$ cat src/rtl/megm_pkg.sv
package megm_pkg;

  localparam int GRID_ROWS = 16;
  localparam int GRID_COLS = 32;
  localparam int CELLS     = GRID_ROWS * GRID_COLS;
  localparam int ADDR_W    = $clog2(CELLS);

  localparam int ROW_W   = 4;
  localparam int COL_W   = 5;
  localparam int LEVEL_W = 10;
  localparam int TIME_W  = 16;
  localparam int MARK_W  = 8;
  localparam int MOVE_W  = 6;
  localparam int CIDX_W  = 3;
  localparam int CDATA_W = 16;

  localparam int QDEPTH = 2;
  localparam int QPTR_W = $clog2(QDEPTH);
  localparam int QCNT_W = $clog2(QDEPTH + 1);

  localparam logic [CIDX_W-1:0] CFG_SIDE_THR   = 3'd0;
  localparam logic [CIDX_W-1:0] CFG_FWD_THR    = 3'd1;
  localparam logic [CIDX_W-1:0] CFG_FIN_THR    = 3'd2;
  localparam logic [CIDX_W-1:0] CFG_SEG_TIME   = 3'd3;
  localparam logic [CIDX_W-1:0] CFG_START_ROW  = 3'd4;
  localparam logic [CIDX_W-1:0] CFG_START_COL  = 3'd5;
  localparam logic [CIDX_W-1:0] CFG_START_HEAD = 3'd6;

  localparam logic [LEVEL_W-1:0] RST_SIDE_THR = 10'd100;
  localparam logic [LEVEL_W-1:0] RST_FWD_THR  = 10'd200;
  localparam logic [LEVEL_W-1:0] RST_FIN_THR  = 10'd600;
  localparam logic [TIME_W-1:0]  RST_SEG_TIME = 16'd390;
  localparam logic [ROW_W-1:0]   RST_START_ROW  = 4'd2;
  localparam logic [COL_W-1:0]   RST_START_COL  = 5'd0;
  localparam logic [1:0]         RST_START_HEAD = 2'd1;

  localparam logic [1:0] HEAD_NORTH = 2'd0;
  localparam logic [1:0] HEAD_EAST  = 2'd1;
  localparam logic [1:0] HEAD_SOUTH = 2'd2;
  localparam logic [1:0] HEAD_WEST  = 2'd3;

  localparam logic [MARK_W-1:0] MARK_DEAD = 8'd255;
  localparam logic [MARK_W-1:0] MARK_MAX  = 8'd254;

  typedef enum logic [1:0] {
    TURN_STRAIGHT = 2'd0,
    TURN_RIGHT    = 2'd1,
    TURN_BACK     = 2'd2,
    TURN_LEFT     = 2'd3
  } turn_t;

  typedef enum logic [1:0] {
    STAT_OK      = 2'd0,
    STAT_FINISH  = 2'd1,
    STAT_OFFGRID = 2'd2,
    STAT_IGNORED = 2'd3
  } stat_t;

  typedef enum logic [2:0] {
    ST_CLEAR,
    ST_IDLE,
    ST_DIV,
    ST_WALK,
    ST_DECIDE,
    ST_LOOK,
    ST_CHECK,
    ST_EMIT
  } state_t;

  typedef struct packed {
    logic [TIME_W-1:0] elapsed;
    logic              finish;
    turn_t             turn;
  } megm_item_t;

  typedef struct packed {
    logic             ld_row;
    logic             ld_col;
    logic             ld_head;
    logic [ROW_W-1:0] row;
    logic [COL_W-1:0] col;
    logic [1:0]       head;
  } megm_ld_t;

  function automatic logic [ROW_W-1:0] clamp_row(input logic [ROW_W-1:0] r);
    return (int'(r) < GRID_ROWS) ? r : ROW_W'(GRID_ROWS - 1);
  endfunction

  function automatic logic [COL_W-1:0] clamp_col(input logic [COL_W-1:0] c);
    return (int'(c) < GRID_COLS) ? c : COL_W'(GRID_COLS - 1);
  endfunction

endpackage

$ cat src/rtl/megm_front.sv
module megm_front
  import megm_pkg::*;
(
  input  logic               in_valid,
  output logic               in_stall,
  input  logic [TIME_W-1:0]  in_elapsed_ms,
  input  logic [LEVEL_W-1:0] in_far_left_level,
  input  logic [LEVEL_W-1:0] in_far_right_level,
  input  logic [LEVEL_W-1:0] in_mid_left_level,
  input  logic [LEVEL_W-1:0] in_center_level,
  input  logic [LEVEL_W-1:0] in_mid_right_level,
  input  logic [LEVEL_W-1:0] side_thr,
  input  logic [LEVEL_W-1:0] fwd_thr,
  input  logic [LEVEL_W-1:0] fin_thr,
  input  logic               clearing,
  input  logic               q_full,
  output logic               q_push,
  output megm_item_t         q_item
);

  logic left_open;
  logic fwd_open;
  logic right_open;

  assign in_stall = clearing | q_full;
  assign q_push   = in_valid & ~in_stall;

  assign left_open  = in_far_left_level > side_thr;
  assign right_open = in_far_right_level > side_thr;
  assign fwd_open   = (in_mid_left_level > fwd_thr) | (in_center_level > fwd_thr) |
                      (in_mid_right_level > fwd_thr);

  always_comb begin
    q_item.elapsed = in_elapsed_ms;
    q_item.finish  = (in_mid_left_level > fin_thr) & (in_center_level > fin_thr) &
                     (in_mid_right_level > fin_thr);
    if (left_open) begin
      q_item.turn = TURN_LEFT;
    end else if (fwd_open) begin
      q_item.turn = TURN_STRAIGHT;
    end else if (right_open) begin
      q_item.turn = TURN_RIGHT;
    end else begin
      q_item.turn = TURN_BACK;
    end
  end

endmodule

$ cat config.mk
export PLATFORM = sky130hd
export DESIGN_NAME = megm_front
export DESIGN_NICKNAME = d
export VERILOG_FILES = /design/src/rtl/megm_pkg.sv /design/src/rtl/megm_front.sv
export SDC_FILE = /design/constraint.sdc
export NUM_CORES = 1
export LEC_CHECK = 0
export ABC_AREA = 1
export CORE_ASPECT_RATIO = 1.25
export CORE_MARGIN = 4
export CORE_UTILIZATION = 56
export DETAILED_ROUTE_END_ITERATION = 10
export DONT_BUFFER_PORTS = 1
export PLACE_DENSITY = 0.71
export SYNTH_ARGS = -nofsm -noshare
export SYNTH_HDL_FRONTEND = slang
export SYNTH_SLANG_ARGS = --single-unit
$ cat constraint.sdc
create_clock -name vclk -period 1.47
set_input_delay 0.147 -clock vclk [all_inputs]
set_output_delay 0.147 -clock vclk [all_outputs]
set_load 0.02 [all_outputs]
==> results.toml <==
[flow_run]
cap_viol_max_count = 0

[sta]
fmax_mhz = 650
final.setup.tns_ns = -0.0686
slew_headroom_pct = 74.8
fin_crit_ns = 1.54
setup_viol = 1
rsz0062_at_grt = "true"
worstMarginPinSlew_ns = 0.376
finalCritPeriodShare_pct = 105
hold_viol = 0
drv_slew = 0
setup_ws_ns = -0.0686

[yosys]
synth_largest_area_cell = "ha_1"
ys_seq_area_share_pct = 0
synth_cells = 330
avgSynthCellArea_um2 = 6.50
syn_nets = 509
synth_warnings = 0
synth_top_cell_area_share_pct = 46.7
ys_top_cells_by_area = "ha_1, nand2_1, inv_1"
syn_area_mm2 = 0.00214
ys_types = 23

[drt]
ant_nets = 0
wl_mm = 5.00
post_drt_wl_per_cell_um = 14.1
num_vias = 1983
drc = 0
first_pass_iters = 4
initialDrtViolationCount = 75
vias_per_cell = 5.59

[critical_path]
crit_arrival_ns = 1.39
critPathKind = "input pin to output port"
path_cells = "clkinvlp_4, ha_4, nand2_4, nor2_4, nand4_1, nor2_1, a211oi_1, nor2_1, buf_4"
slowest_stage = "ha_4"
cp-end-kind = "output port"
crit_path_frequent_cell = "nor2_1"
path_max_fanout = 3
cp-start-kind = "input pin"
crit_required_ns = 1.32
max_stage_delay_ns = 0.33

[cells_and_area]
final_cell_mix = "ha_1, nand2_1, inv_1, a21oi_1"
layout.cells.most_common = "ha_1"
clock_buffers = 0
antenna_cells = 0
num-nets-final = 497
multi_input_area_mm2 = 0.00195
post_route_cells_drive_above_1_share_pct = 13.6
synthToLayoutAreaGrowth_pct = 5.89
ff_latch_area_um2 = 0
design_area_mm2 = 0.00227
layout.cells.non_filler = 355
nFlopsAndLatches = 0
fillerInstances = 367

[floorplanning]
die-area_mm2 = 0.00489
core_region_area_mm2 = 0.00360
die_w_um = 63.4
start_util_pct = 59.5
die_h_um = 77.2
io_pins = 120
num_rows = 24

[global_route]
gr-usage-all-layers_pct = 20.0
grt_max_degree = 4
grt_pass1_vias = 2007
antenna_found_initial = 0
grt_overflow = 0
grt_pass1_wl_mm = 8.27

[place]
gp_congestion = 0.853
place_inst = 354
detailed_place_hpwl_mm = 4.64
place_ws_ns = -0.0558
numPortBuffers = 0
placed_cell_area_mm2 = 0.00208

[pwr]
ir_drop_mv = 0.159
total_power_uw = 641
p_leak_nw = 1.32
pwr_density_cell_mw_per_mm2 = 282

[worst_hold_path]
hp-class = "input pin to output port"

[status]
violations = "setup timing"
status = "complete, but fails checks"
==> layer usage <==
layer  global-route usage (%)  part of all wire, %
met1                     20.5                   38
met4                     1.51                 0.42
met2                     41.1                   54
met3                     4.97                  7.2
met5                        0                    0
==> where the power goes <==
part	leakage, nW	internal, mW	switching (mW)
Sequential	0	0	0
Combinational	1.32	0.267	0.374
Clock	0	0	0
==> cell families (layout without fill, tap and decap cells) <==
| logic type | Yosys count | in the layout | synth area share [%] |
|---|---|---|---|
| and+or+nand+nor | 130 | 130 | 26.4 |
| adders and majority gates | 80 | 80 | 46.7 |
| AOI/OAI and AO/OA | 37 | 37 | 9.57 |
| buffers and inverters | 83 | 69 | 17.3 |
==> final timing paths <==
kind / startpoint / endpoint / slack, ns / depth (start not counted)
max: fin_thr[9] / q_item[2] / -0.07 / 9
min: in_elapsed_ms[12] / q_item[15] / 0.29 / 0
==> area by class of cell <==
class / count / area share [%]
Inverter: 67 / 11.4
Timing Repair Buffer: 2 / 0.661
Tap cell: 39 / 2.15
Multi-Input combinational cell: 247 / 85.8
==> worst max-delay path: cells and delay by family <==
kind / cells / cell delay (ns)
and+or+nand+nor: 5 / 0.54
AOI/OAI and AO/OA: 1 / 0.06
buffers and inverters: 2 / 0.29
adders and majority gates: 1 / 0.33
==> per-stage QoR <==
step | utilization (%) | hold slack (ns)
6_report | 63.0 | 0.294
5_1_grt | 63.0 | 0.294
4_1_cts | 59.1 | 0.294
3_5_place_dp | 57.7 | 0.294
3_3_place_gp | 57.7 | 0.294
2_1_floorplan | - | 0.407
==> synthesized netlist by cell type (all sizes together) <==
cell type and count:
o21ai 7, nand2 81, a21o 1, a211oi 1, or2 1, inv 66
o211ai 2, nor2 24, o21bai 1, a21oi 24, o21a 1, nand3 11
clkinv 1, nand4 12, nor3 1, ha 80, buf 16
==> what timing repair did <==
| item | CTS | global route |
|---|---|---|
| resized for setup | 6 | 32 |
| buffers inserted | 1 | 0 |
| endpoints found under the setup margin | 1 | 3 |
| pin swaps | 7 | 16 |
| hold buffers | 0 | 0 |
Power figures use the tool's default switching activity.
