### src/rtl/megm_pkg.sv
package megm_pkg;

  localparam int GRID_ROWS = 16;
  localparam int GRID_COLS = 32;
  localparam int CELLS     = GRID_ROWS * GRID_COLS;
  localparam int ADDR_W    = $clog2(CELLS);

  localparam int ROW_W   = 4;
  localparam int COL_W   = 5;
  localparam int LEVEL_W = 10;
  localparam int TIME_W  = 16;
  localparam int MARK_W  = 8;
  localparam int MOVE_W  = 6;
  localparam int CIDX_W  = 3;
  localparam int CDATA_W = 16;

  localparam int QDEPTH = 2;
  localparam int QPTR_W = $clog2(QDEPTH);
  localparam int QCNT_W = $clog2(QDEPTH + 1);

  localparam logic [CIDX_W-1:0] CFG_SIDE_THR   = 3'd0;
  localparam logic [CIDX_W-1:0] CFG_FWD_THR    = 3'd1;
  localparam logic [CIDX_W-1:0] CFG_FIN_THR    = 3'd2;
  localparam logic [CIDX_W-1:0] CFG_SEG_TIME   = 3'd3;
  localparam logic [CIDX_W-1:0] CFG_START_ROW  = 3'd4;
  localparam logic [CIDX_W-1:0] CFG_START_COL  = 3'd5;
  localparam logic [CIDX_W-1:0] CFG_START_HEAD = 3'd6;

  localparam logic [LEVEL_W-1:0] RST_SIDE_THR = 10'd100;
  localparam logic [LEVEL_W-1:0] RST_FWD_THR  = 10'd200;
  localparam logic [LEVEL_W-1:0] RST_FIN_THR  = 10'd600;
  localparam logic [TIME_W-1:0]  RST_SEG_TIME = 16'd390;
  localparam logic [ROW_W-1:0]   RST_START_ROW  = 4'd2;
  localparam logic [COL_W-1:0]   RST_START_COL  = 5'd0;
  localparam logic [1:0]         RST_START_HEAD = 2'd1;

  localparam logic [1:0] HEAD_NORTH = 2'd0;
  localparam logic [1:0] HEAD_EAST  = 2'd1;
  localparam logic [1:0] HEAD_SOUTH = 2'd2;
  localparam logic [1:0] HEAD_WEST  = 2'd3;

  localparam logic [MARK_W-1:0] MARK_DEAD = 8'd255;
  localparam logic [MARK_W-1:0] MARK_MAX  = 8'd254;

  typedef enum logic [1:0] {
    TURN_STRAIGHT = 2'd0,
    TURN_RIGHT    = 2'd1,
    TURN_BACK     = 2'd2,
    TURN_LEFT     = 2'd3
  } turn_t;

  typedef enum logic [1:0] {
    STAT_OK      = 2'd0,
    STAT_FINISH  = 2'd1,
    STAT_OFFGRID = 2'd2,
    STAT_IGNORED = 2'd3
  } stat_t;

  typedef enum logic [2:0] {
    ST_CLEAR,
    ST_IDLE,
    ST_DIV,
    ST_WALK,
    ST_DECIDE,
    ST_LOOK,
    ST_CHECK,
    ST_EMIT
  } state_t;

  typedef struct packed {
    logic [TIME_W-1:0] elapsed;
    logic              finish;
    turn_t             turn;
  } megm_item_t;

  typedef struct packed {
    logic             ld_row;
    logic             ld_col;
    logic             ld_head;
    logic [ROW_W-1:0] row;
    logic [COL_W-1:0] col;
    logic [1:0]       head;
  } megm_ld_t;

  function automatic logic [ROW_W-1:0] clamp_row(input logic [ROW_W-1:0] r);
    return (int'(r) < GRID_ROWS) ? r : ROW_W'(GRID_ROWS - 1);
  endfunction

  function automatic logic [COL_W-1:0] clamp_col(input logic [COL_W-1:0] c);
    return (int'(c) < GRID_COLS) ? c : COL_W'(GRID_COLS - 1);
  endfunction

endpackage

### src/rtl/megm_queue.sv
module megm_queue
  import megm_pkg::*;
(
  input  logic       clk,
  input  logic       rst_n,
  input  logic       push,
  input  megm_item_t push_item,
  output logic       full,
  input  logic       pop,
  output logic       empty,
  output megm_item_t pop_item
);

  megm_item_t        ent_r [QDEPTH];
  logic [QPTR_W-1:0] wr_ptr_r, wr_ptr_nxt;
  logic [QPTR_W-1:0] rd_ptr_r, rd_ptr_nxt;
  logic [QCNT_W-1:0] cnt_r, cnt_nxt;
  logic              do_pop;

  assign full     = (int'(cnt_r) == QDEPTH);
  assign empty    = (cnt_r == '0);
  assign pop_item = ent_r[rd_ptr_r];
  assign do_pop   = pop & ~empty;

  always_comb begin
    wr_ptr_nxt = wr_ptr_r;
    rd_ptr_nxt = rd_ptr_r;
    cnt_nxt    = cnt_r;
    if (push) begin
      wr_ptr_nxt = (int'(wr_ptr_r) == QDEPTH - 1) ? '0 : wr_ptr_r + QPTR_W'(1);
    end
    if (do_pop) begin
      rd_ptr_nxt = (int'(rd_ptr_r) == QDEPTH - 1) ? '0 : rd_ptr_r + QPTR_W'(1);
    end
    if (push && !do_pop) begin
      cnt_nxt = cnt_r + QCNT_W'(1);
    end else if (!push && do_pop) begin
      cnt_nxt = cnt_r - QCNT_W'(1);
    end
  end

  always_ff @(posedge clk) begin
    if (!rst_n) begin
      wr_ptr_r <= '0;
      rd_ptr_r <= '0;
      cnt_r    <= '0;
    end else begin
      wr_ptr_r <= wr_ptr_nxt;
      rd_ptr_r <= rd_ptr_nxt;
      cnt_r    <= cnt_nxt;
    end
  end

  always_ff @(posedge clk) begin
    if (push) begin
      ent_r[wr_ptr_r] <= push_item;
    end
  end

endmodule

### config.mk
export PLATFORM = sky130hd
export DESIGN_NAME = megm_queue
export DESIGN_NICKNAME = d
export VERILOG_FILES = /design/src/rtl/megm_pkg.sv /design/src/rtl/megm_queue.sv
export SDC_FILE = /design/constraint.sdc
export NUM_CORES = 1
export LEC_CHECK = 0
export ABC_AREA = 1
export BUFFER_PORTS_ARGS = -buffer_cell sky130_fd_sc_hd__buf_4
export CAP_MARGIN = 25
export CORE_ASPECT_RATIO = 0.9
export CORE_MARGIN = 4
export CORE_UTILIZATION = 44
export DETAILED_ROUTE_END_ITERATION = 6
export GPL_ROUTABILITY_DRIVEN = 0
export GPL_TIMING_DRIVEN = 0
export PLACE_DENSITY = 0.69
export SYNTH_ARGS = -nofsm -noshare
export SYNTH_HDL_FRONTEND = slang
export SYNTH_SLANG_ARGS = --single-unit
### constraint.sdc
create_clock -name clk -period 1.8 [get_ports clk]
set_input_delay 0.09 -clock clk [delete_from_list [all_inputs] [get_ports clk]]
set_output_delay 0.09 -clock clk [all_outputs]
set_load 0.05 [all_outputs]
==> results summary, run 1 <==
The area enclosed by the die boundary came out at 0.004818 mm2. The number of distinct standard cells referenced by the synthesized netlist is 14. The number of global-route vias before repair came out at 1048.

The antenna diode count came out at 0. The ratio of cells with drive above 1 in the final layout came out at 0.4431. For this run, the top clock speed supported by timing is 655.6 MHz. In the layout the commonest cells are buf_4 (43), edfxtp_1 (38), dlygate4sd3_1 (19). The wire length on met3 came out at 193 um.

The run finished with clean final reports. The type of the worst min-delay path is in -> reg. The count of cells along the worst hold path came out at 3.

In the finished design, the share of the clock period the worst path needs comes to 0.8474. The setup slack of the worst register-to-register path is 0.32 ns. The average vias per placed instance is 4.711. The largest net degree at the start of global routing came out at 20. The first-pass GRT wire length came out at 4712 um. The count of instances resized after the clock tree is built came out at 0. The post-synthesis compound-gate area fraction is 0.006033. The clock arrives with 0.007140 ns of skew. The final count of pins violating max slew came to 0. The row count came out at 20. The cell type of the slowest stage on the worst timing path is dfxtp_1. The post-synthesis share of cell area spent on and, or, nand and nor gates is 0.04751.

In this run the critical register-to-register path is captured at cnt_r[1]$_SDFFE_PN0P_. The kind of cell adding the most delay to the critical path is buffers and inverters. TritonCTS built the clock tree. The die extent in y came out at 66.26 um. The worst-case vdd ir drop is 0.6988 mV. The mean cell area of the mapped netlist came out at 17.28 um2. The routed wire length on met2 is 1597 um.

Across the run, the number of max-cap violations was 0. The number of buffers and inverters on the critical path is 3. After clock tree synthesis, the clock-pin slew on the worst setup and hold paths is 0.08 ns. The post-route cell area is 0.002338 mm2.

The detailed router placed 994 vias in this run. The dominant combinational cell family by area after synthesis is multiplexers. Input and output buffers added on the ports amount to 43.

The total clock buffers created by CTS is 5. The post-synthesis cell count came out at 96. The number of H-tree branching levels is 2. Across every metal layer, demand over resource in global routing totals 0.1364. For this configuration, the core starts out at a cell density of 0.4736. The setup-violating endpoint count in the final report came out at 0. The clock tree root driver cell is clkbuf_8. After clock tree synthesis, the setup repair step added 0 buffers. The startpoint identified for the worst hold timing path is rst_n. The synthesized-area fraction occupied by xor and xnor cells is 0. For this design the ratio of total power to cell area is 1051 mW/mm2. For this block, the initial DRC count from the detailed router was 39. The combined area of all synthesized cells came out at 0.001659 mm2. In this design, the stage delay of the slowest critical-path cell is 0.33 ns. The length in cells of the worst reg-to-reg path is 8. The startpoint class of the critical path is a flop. The number of failing hold endpoints at the final stage is 0. The fraction of the mapped netlist area in adder cells came out at 0.007541.

The number of register bits inferred by synthesis is 43. The total negative slack is 0 ns. The first-pass detailed-route iteration total is 3.

STA classifies the critical path endpoint as an output pin. The worst slew slack as a fraction of its limit is 0.5084. Of the post-synthesis cell area, the part taken by muxes is 0.1516.

Walking the worst path, the cells encountered are buf_6 > buf_12 > mux2_4 > buf_4. Summed over all cells, the static leakage comes to 0.0009563 uW. The average wire per standard cell came out at 14.28 um. The initial antenna violation count was 0. The worst register-to-register path begins at cnt_r[0]$_SDFFE_PN0P_. The worst endpoint required time is 1.71 ns. Once placement finished, the instance area stood at 0.002057 mm2. The number of nets in the layout is 190.

For this run, the register share of the synthesized area comes to 0.7481. The width of the die is 72.73 um. Setup repair after global routing left no endpoint under its margin. During synthesis, Yosys emitted a total of 0 warnings. The highest routing layer actually used is met4. In this run the count of I/O pins placed on the die edge is 44. After detailed routing, the number of remaining DRC violations is 0. Buffers inserted to repair hold after CTS numbered 19. Of all nets on the critical path, the largest fanout is 10. The final layout contains routed wiring with a total length of 3014 um. The number of sinks on the clock net is 43. The relative area change from synthesis to final layout came out at 40.95%. For hold timing, the worst endpoint is wr_ptr_r$_SDFFE_PN0P_. The signal arrival time at the worst endpoint is 1.44 ns.

The core area is 0.003503 mm2. The worst path needs 1.525 ns of the cycle, external delays included. The commonest non-fill, non-tap cell in the layout is buf_4. When the netlist entered floorplanning its net count stood at 120.

The routed length on met1 came out at 1172 um. The clock latency reported for the late side of the worst-skew pair came out at 0.29 ns. The measured slew at the worst slew-check pin came out at 0.7365 ns. The global route total overflow came out at 0.

The setup path with the least slack is of type reg -> out. The count of nets left with antenna violations after detail routing is 0. The clock passes through at most 2 buffers.

The estimated wirelength of the detail-placed design is 2083 um.
how the worst max path moves through the flow:
stage	startpoint	to	slack (ns)	cells after the start
finish	flop	pop_item[6]	0.27	4
global route	cnt_r[0]$_SDFFE_PN0P_	cnt_r[1]$_SDFFE_PN0P_	0.16	9
CTS	flop	pop_item[6]	0.26	4
detailed placement	cnt_r[0]$_SDFFE_PN0P_	cnt_r[1]$_SDFFE_PN0P_	0.35	8
global placement	wr_ptr_r$_SDFFE_PN0P_	ent_r[0][2]$_DFFE_PP_	-0.16	1
floorplan	cnt_r[1]$_SDFFE_PN0P_	cnt_r[1]$_SDFFE_PN0P_	0.24	9
registers in the layout, summed over array words and instances (netlist names), named ones only:
| register | flops |
|---|---|
| cnt_r | 2 |
| ent_r | 38 |
| rd_ptr_r | 1 |
| wr_ptr_r | 1 |
cells in the mapped netlist:
| master | n | share of area |
|---|---|---|
| a21oi_1 | 1 | 0.0030 |
| buf_12 | 1 | 0.012 |
| buf_6 | 1 | 0.0068 |
| dfxtp_1 | 5 | 0.060 |
| edfxtp_1 | 38 | 0.69 |
| ha_1 | 1 | 0.0075 |
| inv_1 | 9 | 0.020 |
| mux2_2 | 9 | 0.061 |
| mux2_4 | 10 | 0.090 |
| nand2_1 | 8 | 0.018 |
| nand3_1 | 1 | 0.0030 |
| nand4_1 | 1 | 0.0038 |
| nor2_1 | 10 | 0.023 |
| o21ai_0 | 1 | 0.0030 |
worst reg2reg max path, stage by stage, from the launching register on:
cell     delay (ns)
dfxtp_1        0.40
nor2_2         0.06
nor2_1         0.20
inv_1          0.07
ha_1           0.31
inv_1          0.10
nand4_1        0.12
nand2_1        0.08
nor2_1         0.03
where the power goes:
part | internal [uW] | switching, uW
clock | 309 | 306
sequential | 1150 | 25.2
combinational | 266 | 398
kinds of logic after synthesis:
logic type	Yosys count
AND/OR/NAND/NOR	20
flip-flops	43
AO/OA/AOI/OAI	2
adder cells (fa/ha/maj)	1
buffers and inverters	11
multiplexers	19
area by class of cell:
cell class	instances	area, um2
Buffer	2	31.28
Inverter	9	33.78
Sequential cell	43	1241
Clock buffer	7	86.33
Timing Repair Buffer	63	528.0
Clock inverter	1	5.005
Tap cell	44	55.05
Fill cell	259	1165
Multi-Input combinational cell	42	357.8
routing by layer:
layer / track usage / vias up
li1: - / 483
met1: 0.1423 / 475
met3: 0.05775 / 8
met5: 0 / -
met2: 0.2342 / 28
met4: 0.06682 / 0
per-stage QoR:
step / total power [uW] / hold WS (ns) / instances / setup WS [ns] / util
after floorplan: 1647 / 0.1889 / 96 / 0.2377 / -
after global placement: 1810 / 0.2756 / 183 / -0.1593 / 0.5821
after detailed placement: 1838 / 0.2779 / 184 / 0.3497 / 0.5871
after CTS: 2477 / 0.04698 / 211 / 0.2616 / 0.6675
after global routing: 2570 / 0.04908 / 211 / 0.1586 / 0.6675
final: 2458 / 0.05987 / 211 / 0.2747 / 0.6675
(Power assumes the default switching activity.)
==> inputs of run 2 (changes only) <==
==> constraint.sdc (replaced) <==
create_clock -name clk -period 1.5 [get_ports clk]
set_input_delay 0.075 -clock clk [delete_from_list [all_inputs] [get_ports clk]]
set_output_delay 0.075 -clock clk [all_outputs]
set_load 0.05 [all_outputs]
==> results summary, run 2 (synthesized netlist as in run 1, its figures left out) <==
The number of fill cells in the layout came out at 258 (was 259). The routed wire length came to 3103 um (was 3014 um). The static leakage power is 0.0009935 uW (was 0.0009563 uW). The die extent in y is 66.26 um (unchanged). The signal arrival time at the worst endpoint is 1.39 ns (was 1.44 ns). The placed cell area was 0.002047 mm2 (was 0.002057 mm2). The antenna diode count came to 0 (unchanged).

The measured slew at the worst slew-check pin came to 0.5904 ns (was 0.7365 ns). The post-CTS clock slew at the launch and capture registers of the worst setup and hold paths came out at 0.07 ns (was 0.08 ns). The source of the worst hold timing path is rst_n (unchanged). The count of nets left with antenna violations after detail routing was 0 (unchanged). The start-to-end type of the worst setup path is reg -> out (unchanged). The power density over the cells came out at 1283 mW/mm2 (was 1051 mW/mm2). The post-route cell area is 0.002469 mm2 (was 0.002338 mm2). The average vias per placed instance came to 4.704 (was 4.711).

The clock latency reported for the late side of the worst-skew pair was 0.29 ns (about the same). The relative area change from synthesis to final layout came to 48.79% (was 40.95%). The number of non-filler instances in the completed layout came out at 213 (was 211). The number of input and output port buffers inserted came out at 43 (unchanged). The commonest non-fill, non-tap cell in the layout is edfxtp_1 (was buf_4).

The start of the worst register-to-register path is cnt_r[0]$_SDFFE_PN0P_ (unchanged). The first-pass GRT wire length is 4767 um (was 4712 um). The first-pass detailed-route iteration total is 2 (was 3). The number of flip-flops in the largest register was 38 (unchanged). The type of the worst min-delay path is in -> reg (unchanged). The final count of pins violating max slew is 0 (unchanged).

The worst-path maximum fanout came out at 5 (was 10). The length in cells of the worst reg-to-reg path is 9 (was 8). The core area is 0.003503 mm2 (unchanged). The number of DRC violations after detailed routing came out at 0 (unchanged).

The buffers plus inverters on the worst setup path was 3 (unchanged). The setup-violating endpoint count in the final report was 0 (unchanged). The capture instance of the worst register-to-register path is cnt_r[1]$_SDFFE_PN0P_ (unchanged). The total clock buffers created by CTS is 5 (unchanged). Result of the run: finished, final reports clean (unchanged).

The number of violations reported at the end of detailed-routing iteration 0 is 36 (was 39). Setup repair after global routing missed its margin: yes (was no). The startpoint class of the critical path is a flop (unchanged).

The ratio of cells with drive above 1 in the final layout is 0.4734 (was 0.4431). The endpoint type of the worst setup path is an output pin (unchanged). The maximum achievable frequency came out at 681.6 MHz. The number of global-route vias before repair is 1083 (was 1048). The final cycle utilization of the critical path is 0.9780. The TritonCTS clock tree is yes (unchanged).

The number of placed instances, taps included is 183 (was 184). The clock tree root driver cell is clkbuf_8 (unchanged). The number of sinks on the clock net is 43 (unchanged).

The total via count after detailed routing is 1002 (was 994). The number of nets in the layout came to 192 (was 190). The total negative slack came out at 0 ns (unchanged). The largest net degree at the start of global routing came to 20 (unchanged). The cell type of the slowest stage on the worst timing path is dfxtp_1 (unchanged). The number of maximum-capacitance violations is 0 (unchanged). The register bank with the most flops is ent_r (unchanged). The global route total overflow is 0 (unchanged). The worst endpoint required time came out at 1.42 ns (was 1.71 ns).

The estimated wirelength of the detail-placed design is 1880 um (was 2083 um). The setup slack of the worst register-to-register path is 0.16 ns (was 0.32 ns). Highest-count cells in the layout ignoring fill and taps: edfxtp_1 (38), buf_4 (31), dlygate4sd3_1 (19) (was buf_4 (43), edfxtp_1 (38), dlygate4sd3_1 (19)). The initial antenna violation count came to 0 (unchanged). The maximum buffer depth of the clock tree came to 2 (unchanged). The clock skew is 0.002598 ns (was 0.007140 ns). The post-route minimum period is 1.467 ns. The number of failing hold endpoints at the final stage is 0 (unchanged). The row count came to 20 (unchanged). The combined area of the multi-input logic cells came out at 370.4 um2 (was 357.8 um2). The I/O pin total was 44 (unchanged). The smallest setup slack after layout came out at 0.03296 ns (was 0.2747 ns). The width of the die was 72.73 um (unchanged).

The total routing resource utilization after global routing came to 0.1371 (was 0.1364). Cell-by-cell listing of the critical path: buf_6 > buf_12 > mux2_2 > buf_4 (was buf_6 > buf_12 > mux2_4 > buf_4). Largest registers: ent_r x38, cnt_r x2 (unchanged).

The storage element area is 0.001244 mm2 (was 0.001241 mm2). The worst-case vdd ir drop was 0.8939 mV (was 0.6988 mV). The count of cells along the worst hold path was 3 (unchanged). The worst min-delay path endpoint is cnt_r[1]$_SDFFE_PN0P_ (was wr_ptr_r$_SDFFE_PN0P_).

The setup slack at placement is -0.04859 ns (was 0.3497 ns). The average wire per standard cell came out at 14.57 um (was 14.28 um). The kind of cell adding the most delay to the critical path is buffers and inverters (unchanged). The worst slew slack as a fraction of its limit is 0.6055 (was 0.5084). The biggest cell delay along the critical path came out at 0.33 ns (about the same). The initial core utilization is 0.4736 (unchanged). The number of H-tree branching levels is 2 (unchanged).

The area enclosed by the die boundary came out at 0.004818 mm2 (unchanged).
==> run 2: worst register-to-register path, cell delays in order (launching register included) <==
cell and delay, ns:
dfxtp_2 0.38, nor2_4 0.05, nor2_2 0.13, inv_1 0.06, ha_1 0.30, inv_1 0.09
nand3_1 0.08, nand2_1 0.06, inv_1 0.04, nor2_1 0.09
==> run 2: worst max-delay path by stage <==
stage | start | to | slack (ns) | cells after the start
global placement | wr_ptr_r$_SDFFE_PN0P_ | ent_r[0][16]$_DFFE_PP_ | -0.01 | 1
floorplan | cnt_r[1]$_SDFFE_PN0P_ | cnt_r[1]$_SDFFE_PN0P_ | 0.11 | 9
global route | flop | pop_item[0] | -0.01 | 4
detailed placement | wr_ptr_r$_SDFFE_PN0P_ | ent_r[0][16]$_DFFE_PP_ | -0.05 | 1
CTS | flop | pop_item[6] | 0.02 | 4
finish | flop | pop_item[0] | 0.03 | 4
==> run 2: routing by layer <==
metal | part of all wire | track usage | vias up
li1 | - | - | 490
met1 | 0.38 | 0.1329 | 477
met2 | 0.54 | 0.2477 | 31
met3 | 0.070 | 0.06535 | 4
met4 | 0.014 | 0.05530 | 0
met5 | 0 | 0 | -
==> run 2: power breakdown <==
group / internal, uW / switching [uW]
sequential: 1390 / 33.1
combinational: 392 / 495
clock: 487 / 372
==> run 2: metrics by stage <==
stage,total power [uW],hold WS (ns),utilization
after floorplan,1984,0.1739,-
after global placement,2182,0.2600,0.5843
after detailed placement,2198,0.2637,0.5843
after CTS,3136,0.03218,0.6821
after global routing,3313,0.03668,0.7046
final,3166,0.04025,0.7046
==> run 2: what timing repair did <==
action,in CTS,in global routing
buffers inserted,2,0
cloned,0,1
gates resized for setup,1,16
hold endpoints to repair,38,0
hold buffers,19,0
endpoints found under the setup margin,29,29
==> run 2: cell type report <==
| type | instances | share of cell area |
|---|---|---|
| clock buffer | 5 | 0.02788 |
| clock inverter | 3 | 0.01571 |
| buffer | 2 | 0.01267 |
| inverter | 9 | 0.01521 |
| tap | 44 | 0.02230 |
| multi-input combinational | 42 | 0.1500 |
| sequential | 43 | 0.5038 |
| timing repair buffer | 65 | 0.2524 |
